`src/design/gwr_pkg.sv`:
```
package gwr_pkg;

    // result kinds
    localparam logic [1:0] KIND_CHAR   = 2'd0;
    localparam logic [1:0] KIND_EOL    = 2'd1;
    localparam logic [1:0] KIND_OK     = 2'd2;
    localparam logic [1:0] KIND_REJECT = 2'd3;

    // configuration register indexes
    localparam logic CFG_MAX_COLUMNS = 1'b0;
    localparam logic CFG_MAX_LINES   = 1'b1;

    // configuration reset values
    localparam logic [5:0] RST_MAX_COLUMNS = 6'd32;
    localparam logic [7:0] RST_MAX_LINES   = 8'd14;

    // control characters
    localparam logic [7:0] CH_TAB   = 8'h09;
    localparam logic [7:0] CH_NL    = 8'h0A;
    localparam logic [7:0] CH_VT    = 8'h0B;
    localparam logic [7:0] CH_FF    = 8'h0C;
    localparam logic [7:0] CH_CR    = 8'h0D;
    localparam logic [7:0] CH_SPACE = 8'h20;

    typedef struct packed {
        logic [7:0] char_in;
        logic       message_end;
    } t_in;

    typedef struct packed {
        logic [1:0] kind;
        logic [7:0] char_out;
        logic       run_end;
    } t_out;

    typedef enum logic [2:0] {
        ST_IDLE,
        ST_LEAD,
        ST_CHARS,
        ST_CLOSE,
        ST_STATUS
    } t_state;

    // controller to datapath
    typedef struct packed {
        logic take;
        logic mark_text;
        logic word_sp;
        logic line_eol;
        logic eol_final;
        logic line_rej;
        logic put_char;
        logic put_status;
    } t_cmd;

    // datapath to controller
    typedef struct packed {
        logic in_break;
        logic in_last;
        logic rejected;
        logic word_empty;
        logic line_empty;
        logic fits;
        logic lines_full;
        logic last_char;
        logic need_close;
        logic pend_last;
        logic out_free;
    } t_status;

endpackage

```
`src/design/gwr_ram.sv`:
```
module gwr_ram #(
    parameter int WIDTH = 8,
    parameter int DEPTH = 32,
    localparam int AW = (DEPTH > 1) ? $clog2(DEPTH) : 1
) (
    input  logic             i_clk,
    input  logic             i_we,
    input  logic [AW-1:0]    i_waddr,
    input  logic [WIDTH-1:0] i_wdata,
    input  logic [AW-1:0]    i_raddr,
    output logic [WIDTH-1:0] o_rdata
);

    logic [WIDTH-1:0] r_mem [DEPTH];
    logic [WIDTH-1:0] r_rdata;

    // single write port, registered read port
    always_ff @(posedge i_clk) begin
        if (i_we) begin
            r_mem[i_waddr] <= i_wdata;
        end
        r_rdata <= r_mem[i_raddr];
    end

    assign o_rdata = r_rdata;

endmodule

```
`src/design/gwr_ctrl.sv`:
```
module gwr_ctrl (
    input  logic             i_clk,
    input  logic             i_rst_n,
    input  logic             i_in_valid,
    output logic             o_in_stall,
    input  gwr_pkg::t_status i_status,
    output gwr_pkg::t_cmd    o_cmd
);

    gwr_pkg::t_state r_state;
    gwr_pkg::t_state n_state;

    // state register
    always_ff @(posedge i_clk) begin
        if (!i_rst_n) begin
            r_state <= gwr_pkg::ST_IDLE;
        end else begin
            r_state <= n_state;
        end
    end

    // next state
    always_comb begin
        n_state = r_state;
        case (r_state)
            gwr_pkg::ST_IDLE: begin
                if (i_in_valid && (i_status.in_last
                                   || (i_status.in_break && !i_status.rejected))) begin
                    n_state = gwr_pkg::ST_LEAD;
                end
            end
            gwr_pkg::ST_LEAD: begin
                if (i_status.rejected || i_status.word_empty) begin
                    n_state = gwr_pkg::ST_CLOSE;
                end else if (i_status.line_empty) begin
                    n_state = gwr_pkg::ST_CHARS;
                end else if (i_status.fits) begin
                    if (i_status.out_free) begin
                        n_state = gwr_pkg::ST_CHARS;
                    end
                end else if (i_status.lines_full) begin
                    n_state = gwr_pkg::ST_CLOSE;
                end else if (i_status.out_free) begin
                    n_state = gwr_pkg::ST_CHARS;
                end
            end
            gwr_pkg::ST_CHARS: begin
                if (i_status.out_free && i_status.last_char) begin
                    n_state = gwr_pkg::ST_CLOSE;
                end
            end
            gwr_pkg::ST_CLOSE: begin
                if (!i_status.need_close || i_status.lines_full || i_status.out_free) begin
                    n_state = i_status.pend_last ? gwr_pkg::ST_STATUS : gwr_pkg::ST_IDLE;
                end
            end
            gwr_pkg::ST_STATUS: begin
                if (i_status.out_free) begin
                    n_state = gwr_pkg::ST_IDLE;
                end
            end
            default: begin
                n_state = gwr_pkg::ST_IDLE;
            end
        endcase
    end

    // commands to the datapath
    always_comb begin
        o_cmd      = '0;
        o_in_stall = 1'b1;
        case (r_state)
            gwr_pkg::ST_IDLE: begin
                o_in_stall = 1'b0;
                o_cmd.take = i_in_valid;
            end
            gwr_pkg::ST_LEAD: begin
                if (!i_status.rejected && !i_status.word_empty) begin
                    if (i_status.line_empty) begin
                        o_cmd.mark_text = 1'b1;
                    end else if (i_status.fits) begin
                        o_cmd.mark_text = i_status.out_free;
                        o_cmd.word_sp   = i_status.out_free;
                    end else if (i_status.lines_full) begin
                        o_cmd.mark_text = 1'b1;
                        o_cmd.line_rej  = 1'b1;
                    end else begin
                        o_cmd.mark_text = i_status.out_free;
                        o_cmd.line_eol  = i_status.out_free;
                    end
                end
            end
            gwr_pkg::ST_CHARS: begin
                o_cmd.put_char = i_status.out_free;
            end
            gwr_pkg::ST_CLOSE: begin
                if (i_status.need_close) begin
                    if (i_status.lines_full) begin
                        o_cmd.line_rej = 1'b1;
                    end else begin
                        o_cmd.line_eol  = i_status.out_free;
                        o_cmd.eol_final = i_status.out_free && !i_status.pend_last;
                    end
                end
            end
            gwr_pkg::ST_STATUS: begin
                o_cmd.put_status = i_status.out_free;
            end
            default: begin
                o_cmd = '0;
            end
        endcase
    end

`ifndef SYNTHESIS
    a_take_only_idle: assert property (@(posedge i_clk) disable iff (!i_rst_n)
        o_cmd.take |-> (r_state == gwr_pkg::ST_IDLE))
        else $error("input taken outside idle");
    a_status_then_idle: assert property (@(posedge i_clk) disable iff (!i_rst_n)
        o_cmd.put_status |=> (r_state == gwr_pkg::ST_IDLE))
        else $error("status not followed by idle");
    a_chars_need_word: assert property (@(posedge i_clk) disable iff (!i_rst_n)
        (r_state == gwr_pkg::ST_CHARS) |-> !i_status.word_empty)
        else $error("character replay with empty word");
`endif

endmodule

```
`src/design/gwr_dp.sv`:
```
module gwr_dp #(
    parameter int MAX_COLUMNS = 32
) (
    input  logic             i_clk,
    input  logic             i_rst_n,
    input  gwr_pkg::t_in     i_in_data,
    input  logic             i_cfg_we,
    input  logic             i_cfg_idx,
    input  logic [7:0]       i_cfg_data,
    input  gwr_pkg::t_cmd    i_cmd,
    output gwr_pkg::t_status o_status,
    output logic             o_out_valid,
    input  logic             i_out_stall,
    output gwr_pkg::t_out    o_out_data
);

    localparam int AW = (MAX_COLUMNS > 1) ? $clog2(MAX_COLUMNS) : 1;
    localparam logic [5:0] COL_CAP   = 6'(MAX_COLUMNS);

    logic [5:0]      r_max_columns;
    logic [7:0]      r_max_lines;
    logic [5:0]      r_word_length, n_word_length;
    logic [5:0]      r_line_length, n_line_length;
    logic [7:0]      r_line_count, n_line_count;
    logic            r_saw_text, n_saw_text;
    logic            r_rejected, n_rejected;
    logic            r_pend_nl, n_pend_nl;
    logic            r_pend_last, n_pend_last;
    logic [AW-1:0]   r_idx, n_idx;
    logic            r_out_valid, n_out_valid;
    gwr_pkg::t_out   r_out, n_out;

    logic [5:0]      cols;
    logic [7:0]      in_char;
    logic            in_sep;
    logic            in_nl;
    logic            in_word;
    logic            wr_en;
    logic [AW-1:0]   waddr;
    logic [7:0]      rdata;
    logic            last_char;
    logic            fits;
    logic            lines_full;
    logic            out_free;
    logic            need_close;
    logic            emit;

    // column limit saturated to the buffer size
    assign cols = (r_max_columns > COL_CAP) ? COL_CAP : r_max_columns;

    // input byte classification
    assign in_char = i_in_data.char_in;
    assign in_sep  = (in_char == gwr_pkg::CH_SPACE) || (in_char == gwr_pkg::CH_TAB)
                  || (in_char == gwr_pkg::CH_FF) || (in_char == gwr_pkg::CH_VT)
                  || (in_char == gwr_pkg::CH_CR);
    assign in_nl   = (in_char == gwr_pkg::CH_NL);
    assign in_word = !in_sep && !in_nl;

    // word buffer, written only below the saturated column limit
    assign wr_en = i_cmd.take && !r_rejected && in_word && (r_word_length < cols);
    assign waddr = AW'(r_word_length);

    gwr_ram #(
        .WIDTH (8),
        .DEPTH (MAX_COLUMNS)
    ) u_word_ram (
        .i_clk   (i_clk),
        .i_we    (wr_en),
        .i_waddr (waddr),
        .i_wdata (in_char),
        .i_raddr (n_idx),
        .o_rdata (rdata)
    );

    // placement decisions
    assign last_char  = (6'(r_idx) == (r_word_length - 6'd1));
    assign fits       = (7'(r_line_length) + 7'(r_word_length) + 7'd1) <= 7'(cols);
    assign lines_full = (r_line_count >= r_max_lines);
    assign out_free   = !r_out_valid || !i_out_stall;
    assign need_close = !r_rejected && (r_pend_nl || (r_pend_last && (r_line_length != 6'd0)));
    assign emit       = i_cmd.word_sp || i_cmd.line_eol || i_cmd.put_char || i_cmd.put_status;

    // status to the controller
    always_comb begin
        o_status.in_break   = in_sep || in_nl;
        o_status.in_last    = i_in_data.message_end;
        o_status.rejected   = r_rejected;
        o_status.word_empty = (r_word_length == 6'd0);
        o_status.line_empty = (r_line_length == 6'd0);
        o_status.fits       = fits;
        o_status.lines_full = lines_full;
        o_status.last_char  = last_char;
        o_status.need_close = need_close;
        o_status.pend_last  = r_pend_last;
        o_status.out_free   = out_free;
    end

    // replay index, next address presented to the buffer
    always_comb begin
        n_idx = r_idx;
        if (i_cmd.put_char) begin
            n_idx = last_char ? '0 : r_idx + AW'(1);
        end
    end

    // message state update
    always_comb begin
        n_word_length = r_word_length;
        n_line_length = r_line_length;
        n_line_count  = r_line_count;
        n_saw_text    = r_saw_text;
        n_rejected    = r_rejected;
        n_pend_nl     = r_pend_nl;
        n_pend_last   = r_pend_last;
        if (i_cmd.take) begin
            n_pend_nl   = in_nl;
            n_pend_last = i_in_data.message_end;
            if (!r_rejected && in_word) begin
                if (r_word_length >= cols) begin
                    n_rejected = 1'b1;
                end else begin
                    n_word_length = r_word_length + 6'd1;
                end
            end
        end
        if (i_cmd.mark_text) begin
            n_saw_text = 1'b1;
        end
        if (i_cmd.word_sp) begin
            n_line_length = r_line_length + 6'd1;
        end
        if (i_cmd.line_eol) begin
            n_line_count  = r_line_count + 8'd1;
            n_line_length = 6'd0;
        end
        if (i_cmd.line_rej) begin
            n_rejected = 1'b1;
        end
        if (i_cmd.put_char && last_char) begin
            n_line_length = r_line_length + r_word_length;
            n_word_length = 6'd0;
        end
        if (i_cmd.put_status) begin
            n_word_length = 6'd0;
            n_line_length = 6'd0;
            n_line_count  = 8'd0;
            n_saw_text    = 1'b0;
            n_rejected    = 1'b0;
        end
    end

    // output register
    always_comb begin
        n_out_valid = r_out_valid && i_out_stall;
        n_out       = r_out;
        if (emit) begin
            n_out_valid = 1'b1;
        end
        if (i_cmd.word_sp) begin
            n_out.kind     = gwr_pkg::KIND_CHAR;
            n_out.char_out = gwr_pkg::CH_SPACE;
            n_out.run_end  = 1'b0;
        end else if (i_cmd.line_eol) begin
            n_out.kind     = gwr_pkg::KIND_EOL;
            n_out.char_out = 8'd0;
            n_out.run_end  = i_cmd.eol_final;
        end else if (i_cmd.put_char) begin
            n_out.kind     = gwr_pkg::KIND_CHAR;
            n_out.char_out = rdata;
            // last of the transaction unless a status or a line end follows
            n_out.run_end  = last_char && !r_pend_last && !(r_pend_nl && !lines_full);
        end else if (i_cmd.put_status) begin
            n_out.kind     = (!r_rejected && r_saw_text && (r_line_count != 8'd0))
                           ? gwr_pkg::KIND_OK : gwr_pkg::KIND_REJECT;
            n_out.char_out = 8'd0;
            n_out.run_end  = 1'b1;
        end
    end

    // control registers
    always_ff @(posedge i_clk) begin
        if (!i_rst_n) begin
            r_max_columns <= gwr_pkg::RST_MAX_COLUMNS;
            r_max_lines   <= gwr_pkg::RST_MAX_LINES;
            r_word_length <= 6'd0;
            r_line_length <= 6'd0;
            r_line_count  <= 8'd0;
            r_saw_text    <= 1'b0;
            r_rejected    <= 1'b0;
            r_pend_nl     <= 1'b0;
            r_pend_last   <= 1'b0;
            r_idx         <= '0;
            r_out_valid   <= 1'b0;
        end else begin
            if (i_cfg_we && (i_cfg_idx == gwr_pkg::CFG_MAX_COLUMNS)) begin
                r_max_columns <= i_cfg_data[5:0];
            end
            if (i_cfg_we && (i_cfg_idx == gwr_pkg::CFG_MAX_LINES)) begin
                r_max_lines <= i_cfg_data;
            end
            r_word_length <= n_word_length;
            r_line_length <= n_line_length;
            r_line_count  <= n_line_count;
            r_saw_text    <= n_saw_text;
            r_rejected    <= n_rejected;
            r_pend_nl     <= n_pend_nl;
            r_pend_last   <= n_pend_last;
            r_idx         <= n_idx;
            r_out_valid   <= n_out_valid;
        end
    end

    // output payload
    always_ff @(posedge i_clk) begin
        r_out <= n_out;
    end

    assign o_out_valid = r_out_valid;
    assign o_out_data  = r_out;

`ifndef SYNTHESIS
    a_emit_slot_free: assert property (@(posedge i_clk) disable iff (!i_rst_n)
        emit |-> out_free)
        else $error("result written into a full output register");
    a_one_action: assert property (@(posedge i_clk) disable iff (!i_rst_n)
        $onehot0({i_cmd.take, i_cmd.word_sp, i_cmd.line_eol, i_cmd.put_char,
                  i_cmd.put_status}))
        else $error("more than one datapath action in a cycle");
    a_status_clears: assert property (@(posedge i_clk) disable iff (!i_rst_n)
        i_cmd.put_status |=> ((r_line_count == 8'd0) && !r_rejected
                              && (r_word_length == 6'd0)))
        else $error("message state not cleared after status");
`endif

endmodule

```
`src/design/greedy_word_wrap.sv`:
```
// Greedy word wrap: message bytes go in one per transaction and come out as
// character, end-of-line and status results, wrapped into at most max_lines
// lines of at most max_columns characters (max_columns saturates at
// MAX_COLUMNS). A word byte is taken and buffered. A space, tab, form
// feed, vertical tab, carriage return or newline, or the final byte of a
// message, then replays the buffered word through the single read port of
// the word buffer: first the decision on the leading space or line break,
// then each character, then the line close, and last the status on the
// final byte; an output stall holds any of these steps. A rejected message
// ends with a reject status; results already delivered for it are to be
// discarded.
module greedy_word_wrap #(
    parameter int MAX_COLUMNS = 32
) (
    input  logic          i_clk,
    input  logic          i_rst_n,
    input  logic          i_in_valid,
    output logic          o_in_stall,
    input  gwr_pkg::t_in  i_in_data,
    output logic          o_out_valid,
    input  logic          i_out_stall,
    output gwr_pkg::t_out o_out_data,
    input  logic          i_cfg_we,
    input  logic          i_cfg_idx,
    input  logic [7:0]    i_cfg_data
);

    gwr_pkg::t_cmd    cmd;
    gwr_pkg::t_status status;

    // sequencer
    gwr_ctrl u_ctrl (
        .i_clk      (i_clk),
        .i_rst_n    (i_rst_n),
        .i_in_valid (i_in_valid),
        .o_in_stall (o_in_stall),
        .i_status   (status),
        .o_cmd      (cmd)
    );

    // word buffer, counters and output register
    gwr_dp #(
        .MAX_COLUMNS (MAX_COLUMNS)
    ) u_dp (
        .i_clk       (i_clk),
        .i_rst_n     (i_rst_n),
        .i_in_data   (i_in_data),
        .i_cfg_we    (i_cfg_we),
        .i_cfg_idx   (i_cfg_idx),
        .i_cfg_data  (i_cfg_data),
        .i_cmd       (cmd),
        .o_status    (status),
        .o_out_valid (o_out_valid),
        .i_out_stall (i_out_stall),
        .o_out_data  (o_out_data)
    );

endmodule
```
`config.mk`:
```
export PLATFORM = sky130hd
export DESIGN_NAME = greedy_word_wrap
export DESIGN_NICKNAME = d
export VERILOG_FILES = /design/src/design/gwr_pkg.sv /design/src/design/gwr_ram.sv /design/src/design/gwr_ctrl.sv /design/src/design/gwr_dp.sv /design/src/design/greedy_word_wrap.sv
export SDC_FILE = /design/constraint.sdc
export NUM_CORES = 1
export LEC_CHECK = 0
export ABC_AREA = 1
export BUFFER_PORTS_ARGS = -buffer_cell sky130_fd_sc_hd__buf_2
export CAP_MARGIN = 20
export CORE_ASPECT_RATIO = 1.25
export CORE_MARGIN = 1
export CORE_UTILIZATION = 63
export CTS_CLUSTER_DIAMETER = 40
export CTS_CLUSTER_SIZE = 10
export DETAILED_ROUTE_END_ITERATION = 16
export PLACE_DENSITY = 0.91
export SLEW_MARGIN = 25
export SYNTH_ARGS = -nofsm -noshare
export SYNTH_HDL_FRONTEND = slang
export SYNTH_SLANG_ARGS = --single-unit
```
`constraint.sdc`:
```
create_clock -name i_clk -period 7.3 [get_ports i_clk]
set_clock_uncertainty 0.2 [all_clocks]
set_input_delay 1.095 -clock i_clk [delete_from_list [all_inputs] [get_ports i_clk]]
set_output_delay 1.095 -clock i_clk [all_outputs]
set_load 0.05 [all_outputs]
```
# After elaboration in Yosys (flattened, before gate mapping)
# Memory sizes are Yosys's and may differ from the RTL's. A register that Yosys moved wholly into a read port is not among the register bits.
# Index checks and enable logic that the tools add are counted.
dict set report op_classes {
  eq_ne 15
  n_bitwise 3
  n_lt_le_gt_ge 5
  n_addsub 8
  n_reduce_logical 63
  muxes 50
}
# op n
set ops {}
lappend ops {{8-bit by 4-bit equality test with 1-bit output (second input constant)} 5}
lappend ops {{3-bit two-way mux} 12}
lappend ops {{10-bit two-way mux} 3}
lappend ops {{6-bit two-way mux} 4}
lappend ops {{1-bit two-way mux} 23}
lappend ops {{1-bit logical AND} 21}
lappend ops {{3-bit case mux with 5 select lines} 1}
lappend ops {{1-bit logical OR} 14}
lappend ops {{6-bit by 1-bit adder with 6-bit output (second input constant)} 2}
lappend ops {{6-bit zero test} 2}
lappend ops {{1-bit zero test} 10}
lappend ops {{5-bit two-way mux} 2}
lappend ops {{8-bit by 1-bit adder with 8-bit output (second input constant)} 1}
lappend ops {{8-bit by 6-bit equality test with 1-bit output (second input constant)} 1}
lappend ops {{8-bit greater-or-equal comparator} 1}
lappend ops {{2-bit by 1-bit inequality test with 1-bit output (second input constant)} 4}
lappend ops {{2-bit nonzero test} 4}
lappend ops {{8-bit nonzero test} 1}
lappend ops {{6-bit by 6-bit adder with 7-bit output} 1}
lappend ops {{7-bit by 1-bit adder with 7-bit output (second input constant)} 1}
lappend ops {{7-bit by 6-bit less-or-equal comparator with 1-bit output} 1}
lappend ops {{6-bit adder} 1}
lappend ops {{3-bit by 2-bit equality test with 1-bit output (second input constant)} 2}
lappend ops {{5-bit by 6-bit equality test with 1-bit output} 1}
lappend ops {{17 further kinds} 26}
dict set report totals {
  output_inout_bits 13
  n_memories 1
  register_bits 58
  wordCells 162
  in_bits 23
  mem_bits_rw 256
}
# name depth width rd rd_ports_with_merged_regs write_ports line
set mem_list {}
lappend mem_list {u_dp.u_word_ram.r_mem 32 8 1 1 1 gwr_ram.sv:14} ;# logic [WIDTH-1:0] r_mem [DEPTH];

# Longest topological paths before layout
dict set report depth {
  ltp_word 11
  depth_mapped 21
  mapped_depth_nobuf 21
}

# Modules after synthesis
# A second synthesis with hierarchy kept.
dict set report hier_totals {
  cells_unflattened 1514
  hier_area_um2 14764.2
}
# module cells_each area_per_inst_um2 instances seq_area_each_um2
set by_module_without_submodules {}
lappend by_module_without_submodules {gwr_ram 922 10786.6 1 7847.5}
lappend by_module_without_submodules {gwr_dp 521 3617.2 1 1101.1}
lappend by_module_without_submodules {gwr_ctrl 71 360.3 1 60.1}

# Worst setup path after synthesis
# Ideal clock, no wire load.
dict set report synth_timing {
  path_kind {reg2reg}
  startpoint {register u_dp.r_word_length[0]}
  endpoint {register u_dp.r_line_length[2]}
  period_less_slack_ns 3.157
  setup_slack_ns 4.143
  t_required_ns 6.984
  t_arrival_ns 2.841
  path_buffers 0
  setup_ns 0.116
  stages_incl_launch_ff 20
  path_cell_list {dfxtp_1 > inv_2 > ha_1 > inv_1 > fa_1 > nand3_1 > nand2_1 > xor2_1 > ha_1 > nand2_1 > nor2_1 > nand4_1 > nand2_1 > nand3_1 > nand3b_1 > nand2_2 > nor2_2 > nand2_2 > o21ai_0 > nor2_1}
}
dict set report synth_between {
  elab_chain_len 9
  word_cells_on_any_way 19
  cone_classes {4 x add/sub; 1 x order compare; 1 x eq/ne; 8 x mux; 5 x reduce/logical}
}
# element line
set synth_rtl {}
lappend synth_rtl {{from (decl)} gwr_dp.sv:22} ;# logic [5:0] r_word_length, n_word_length;
lappend synth_rtl {{from (signal assigned)} gwr_dp.sv:201} ;# r_word_length <= n_word_length;
lappend synth_rtl {{6-bit by 6-bit adder with 7-bit output} gwr_dp.sv:77} ;# assign fits = (7'(r_line_length) + 7'(r_word_length) + 7'd1) <= 7'(cols);
lappend synth_rtl {{7-bit by 1-bit adder with 7-bit output} gwr_dp.sv:77}
lappend synth_rtl {{7-bit by 6-bit less-or-equal comparator with 1-bit output} gwr_dp.sv:77}
lappend synth_rtl {{1-bit two-way mux} gwr_ctrl.sv:81} ;# end else if (i_status.fits) begin
lappend synth_rtl {{2-bit two-way mux} gwr_ctrl.sv:79} ;# if (i_status.line_empty) begin
lappend synth_rtl {{3-bit two-way mux} gwr_ctrl.sv:78} ;# if (!i_status.rejected && !i_status.word_empty) begin
lappend synth_rtl {{1-bit case mux with 2 select lines} gwr_ctrl.sv:72} ;# case (r_state)
lappend synth_rtl {{6-bit two-way mux} gwr_dp.sv:132} ;# if (i_cmd.line_eol) begin
lappend synth_rtl {{6-bit two-way mux} gwr_dp.sv:139} ;# if (i_cmd.put_char && last_char) begin
lappend synth_rtl {{to (signal assigned)} gwr_dp.sv:202} ;# r_line_length <= n_line_length;
lappend synth_rtl {{to (decl)} gwr_dp.sv:23} ;# logic [5:0] r_line_length, n_line_length;
# Several ways; a longest one is shown, not always the timed one.
# A chain may end at the register's enable or synchronous reset.

# Worst setup path in the final report
dict set report layout_timing {
  startpoint {register u_dp.r_word_length[1]}
  endpoint {register u_dp.u_word_ram.r_rdata[3] (netlist: u_dp.u_word_ram.o_rdata[3]), read port of u_dp.u_word_ram.r_mem}
}
dict set report layout_between {
  elab_chain_len 4
}
# element line
set layout_rtl {}
lappend layout_rtl {{6-bit by 1-bit subtractor with 6-bit output} gwr_dp.sv:76} ;# assign last_char = (6'(r_idx) == (r_word_length - 6'd1));
lappend layout_rtl {{5-bit by 6-bit equality test with 1-bit output} gwr_dp.sv:76}
lappend layout_rtl {{5-bit two-way mux} gwr_dp.sv:102} ;# n_idx = last_char ? '0 : r_idx + AW'(1);
lappend layout_rtl {{5-bit two-way mux} gwr_dp.sv:101} ;# if (i_cmd.put_char) begin
lappend layout_rtl {{to (decl)} gwr_ram.sv:15} ;# logic [WIDTH-1:0] r_rdata;
# Every way passes these cells.

==> impl_results.md <==
- Share of cells above drive strength 1: 6.91%
- Power per cell area: approximately 300 nW/um2
- Synth warnings: 0
- Cell variety after synth: 39
- Top cells by area, synth: edfxtp_1 50%, nand3_1 10%, dfxtp_1 8.5%, nand2_1 7.3%, inv_1 6.1%
- Hold Slack: around 0.26 ns
- Die W: 142 um
- Fmax: about 230 MHz
- Setup Fix Bufs, Post-CTS: 0
- Top-count cell post-synth: nand3_1
- Clk pin slew, worst setup/hold paths: around 0.06 ns
- # IOs: 36
- Worst-Skew Late Latency: roughly 0.5 ns
- Mapped Cells: approximately 1600
- # diodes: 0
- Antenna Nets Post-Route: 0
- Final min period: 4.42 ns
- Routed wl met3: roughly 4200 um
- Register bit total from synthesis: between 300 and 400
- Num rows: 63
- CP Max Fanout: 72
- Final Hold Viols: 0
- Fin util: a little over 70%
- Wirelength, routed: approximately 40000 um
- Maximum root-to-sink buffer count: 3
- Post-synthesis sequential area ratio: around three fifths
- R2R setup slack: a little under 3 ns
- CP endpoint kind: register
- Area Growth Syn to Fin: 9.23%
- Residual DRC: 0
- Mean post-synth cell area: between 9 and 10 um2
- Initial core utilization: about 65%
- MaxCap Viol Count: 0
- Die H: around 180 um
- Overflow after GRT: 0
- Top Layer Used: met4
- Cts hold-fix bufs: 0
- DRT iter0 DRCs: around 1700
- Worst slack, placed: about 2.9 ns
- Final Cycle Share: between 60% and 70%
- WP data arrival: between 4 and 5 ns
- DP Cell Count: 1933
- Unrepaired setup endpoints after global routing: false
- Core area: between 20000 and 25000 um2
- CTS tree: done
- Antenna violations before repair: 0
- Drt first pass iters: 7
- First-pass GRT wire length: roughly 63000 um
- Met2 wire length: between 15000 and 20000 um
- Outcome: finished clean
- LEAKAGE: 7.00 nW
- Die ar.: 25200 um2
- Via count: about 12000
- Syn Nets: 1697
- Synthesized area: roughly 15000 um2
- Most frequent cells after synthesis: 308 x nand3_1, 299 x nand2_1, 256 x edfxtp_1, 252 x inv_1, 87 x nor2_1
- Wire per inst: 19.9 um
- Startpoint types: register
- Post_cts resized: 0
- Largest net degree at the start of global routing: 96
- Post-route insts no fill: between 2000 and 2500
- Least-Margin Pin Slew: around 1.1 ns
- GP Congestion: between 0.9 and 1
- CP required: about 7.5 ns
- CTS Root Cell: clkbuf_16
- Final Max Slew Viols: 0
- Synth top area share: between 40% and 50%
- Async SR Flop Fraction: 0%
- Count of buffers from port buffering: 35
- Hold Crit Class: register to register
- Rel. slew slack: between 20% and 30%
- Post-synth top area cell: edfxtp_1
- Final setup viols: 0
- Tot GR Track Use: between 30 and 40%
- Clock sinks: approximately 320
- CTS H-tree depth: 2
- Ys flop type: edfxtp_1
- Setup slack after layout: between 2 and 3 ns
- Vias in the first global route: roughly 12000
- Max VDD drop: around 0.18 mV
- Avg Vias per Cell: 6.12
- Layout net count: approximately 1700
- EDFF count, synth: about 260
- CP Class: register to register
- Setup TNS: 0 ns
- Post-DP HPWL: about 24000 um
- Wl on met1: approximately 13000 um
- Num CTS Buffers: 39
## flip-flops by register name, summed over array words and instances, names as in the netlist, 3 cells and up
signal and cells:
u_ctrl.r_state 3, u_dp.o_out_data 11, u_dp.r_idx 5, u_dp.r_line_count 8
u_dp.r_line_length 6, u_dp.r_max_columns 6, u_dp.r_max_lines 8, u_dp.r_word_length 6
u_dp.u_word_ram.o_rdata 8, u_dp.u_word_ram.r_mem 256
## kinds of logic (layout without fill, tap and decap cells)
kind of cell	count (synthesis)	count (layout)	synth area share, %
xor+xnor	18	18	1.02
flops	322	322	58.2
fa+ha+maj	38	38	3.17
simple gates	823	823	25.3
mux	1	1	0.0647
buf+inv	336	379	8.88
compound gates	98	98	3.39
## worst max-delay path, cell delays in order (launching register included)
cell and delay (ns):
dfxtp_1 0.59, inv_1 0.16, ha_1 0.30, inv_1 0.08, nand2_1 0.06, nand3_1 0.10, nand2_1 0.06, nand2_1 0.07
nor2_2 0.05, nand2_2 0.17, nand2_4 0.27, nand2_4 0.67, buf_4 0.62, nand2_1 0.13, nand3_1 0.14, nand3_1 0.11
nand3_1 0.14, nand2_1 0.14, nand2_1 0.10, nand2_1 0.05
## final timing paths
kind                                   start                         end  depth (start not counted)
setup / recovery       u_dp.r_word_length[1]  u_dp.u_word_ram.o_rdata[3]                         19
hold / removal    u_dp.u_word_ram.o_rdata[2]          u_dp.o_out_data[3]                          2
setup reg to reg       u_dp.r_word_length[1]  u_dp.u_word_ram.o_rdata[3]                         19
hold reg to reg   u_dp.u_word_ram.o_rdata[2]          u_dp.o_out_data[3]                          2
## power breakdown
part	switching, W	internal (W)
sequential	0.0000558	0.00207
combinational	0.000905	0.000329
clock	0.000703	0.00104
## per-layer routing
metal / up-vias / global-route usage [%]
li1: 5487 / -
met1: 5644 / 38.3
met2: 927 / 56.1
met3: 210 / 5.79
met4: 0 / 20.4
met5: - / 0
## cell type report
| type | count | area, um2 |
|---|---|---|
| Clock buffer | 66 | 1120 |
| Clock inverter | 5 | 22.5 |
| Fill cell | 1558 | 6980 |
| Inverter | 264 | 991 |
| Multi-Input combinational cell | 978 | 5110 |
| Sequential cell | 322 | 9010 |
| Tap cell | 325 | 407 |
| Timing Repair Buffer | 44 | 243 |
## metrics by stage
step                      power, W  area (um2)
after global routing       0.00529       16900
after global placement     0.00330       15800
final                      0.00510       16900
after floorplan            0.00303       15500
after detailed placement   0.00334       15800
after CTS                  0.00506       16900
## cell usage in the layout (no fill, tap or decap), types with 2 or more instances in the layout
cell type and count:
a21oi_1 52, a31oi_1 3, buf_2 35, buf_4 9
clkbuf_1 25, clkbuf_16 41, clkinv_1 4, clkinv_2 3
dfxtp_1 66, edfxtp_1 256, fa_1 2, ha_1 36
inv_1 252, inv_2 10, nand2_1 297, nand2_2 7
nand2_4 3, nand3_1 308, nand3b_1 82, nand4_1 9
nor2_1 87, nor2_2 4, nor2_4 2, nor3_1 16
nor4_1 4, o211ai_1 5, o21ai_0 26, o21ai_1 4
o22ai_1 3, o31ai_1 2, xnor2_1 4, xor2_1 14
(Power assumes the default switching activity.)
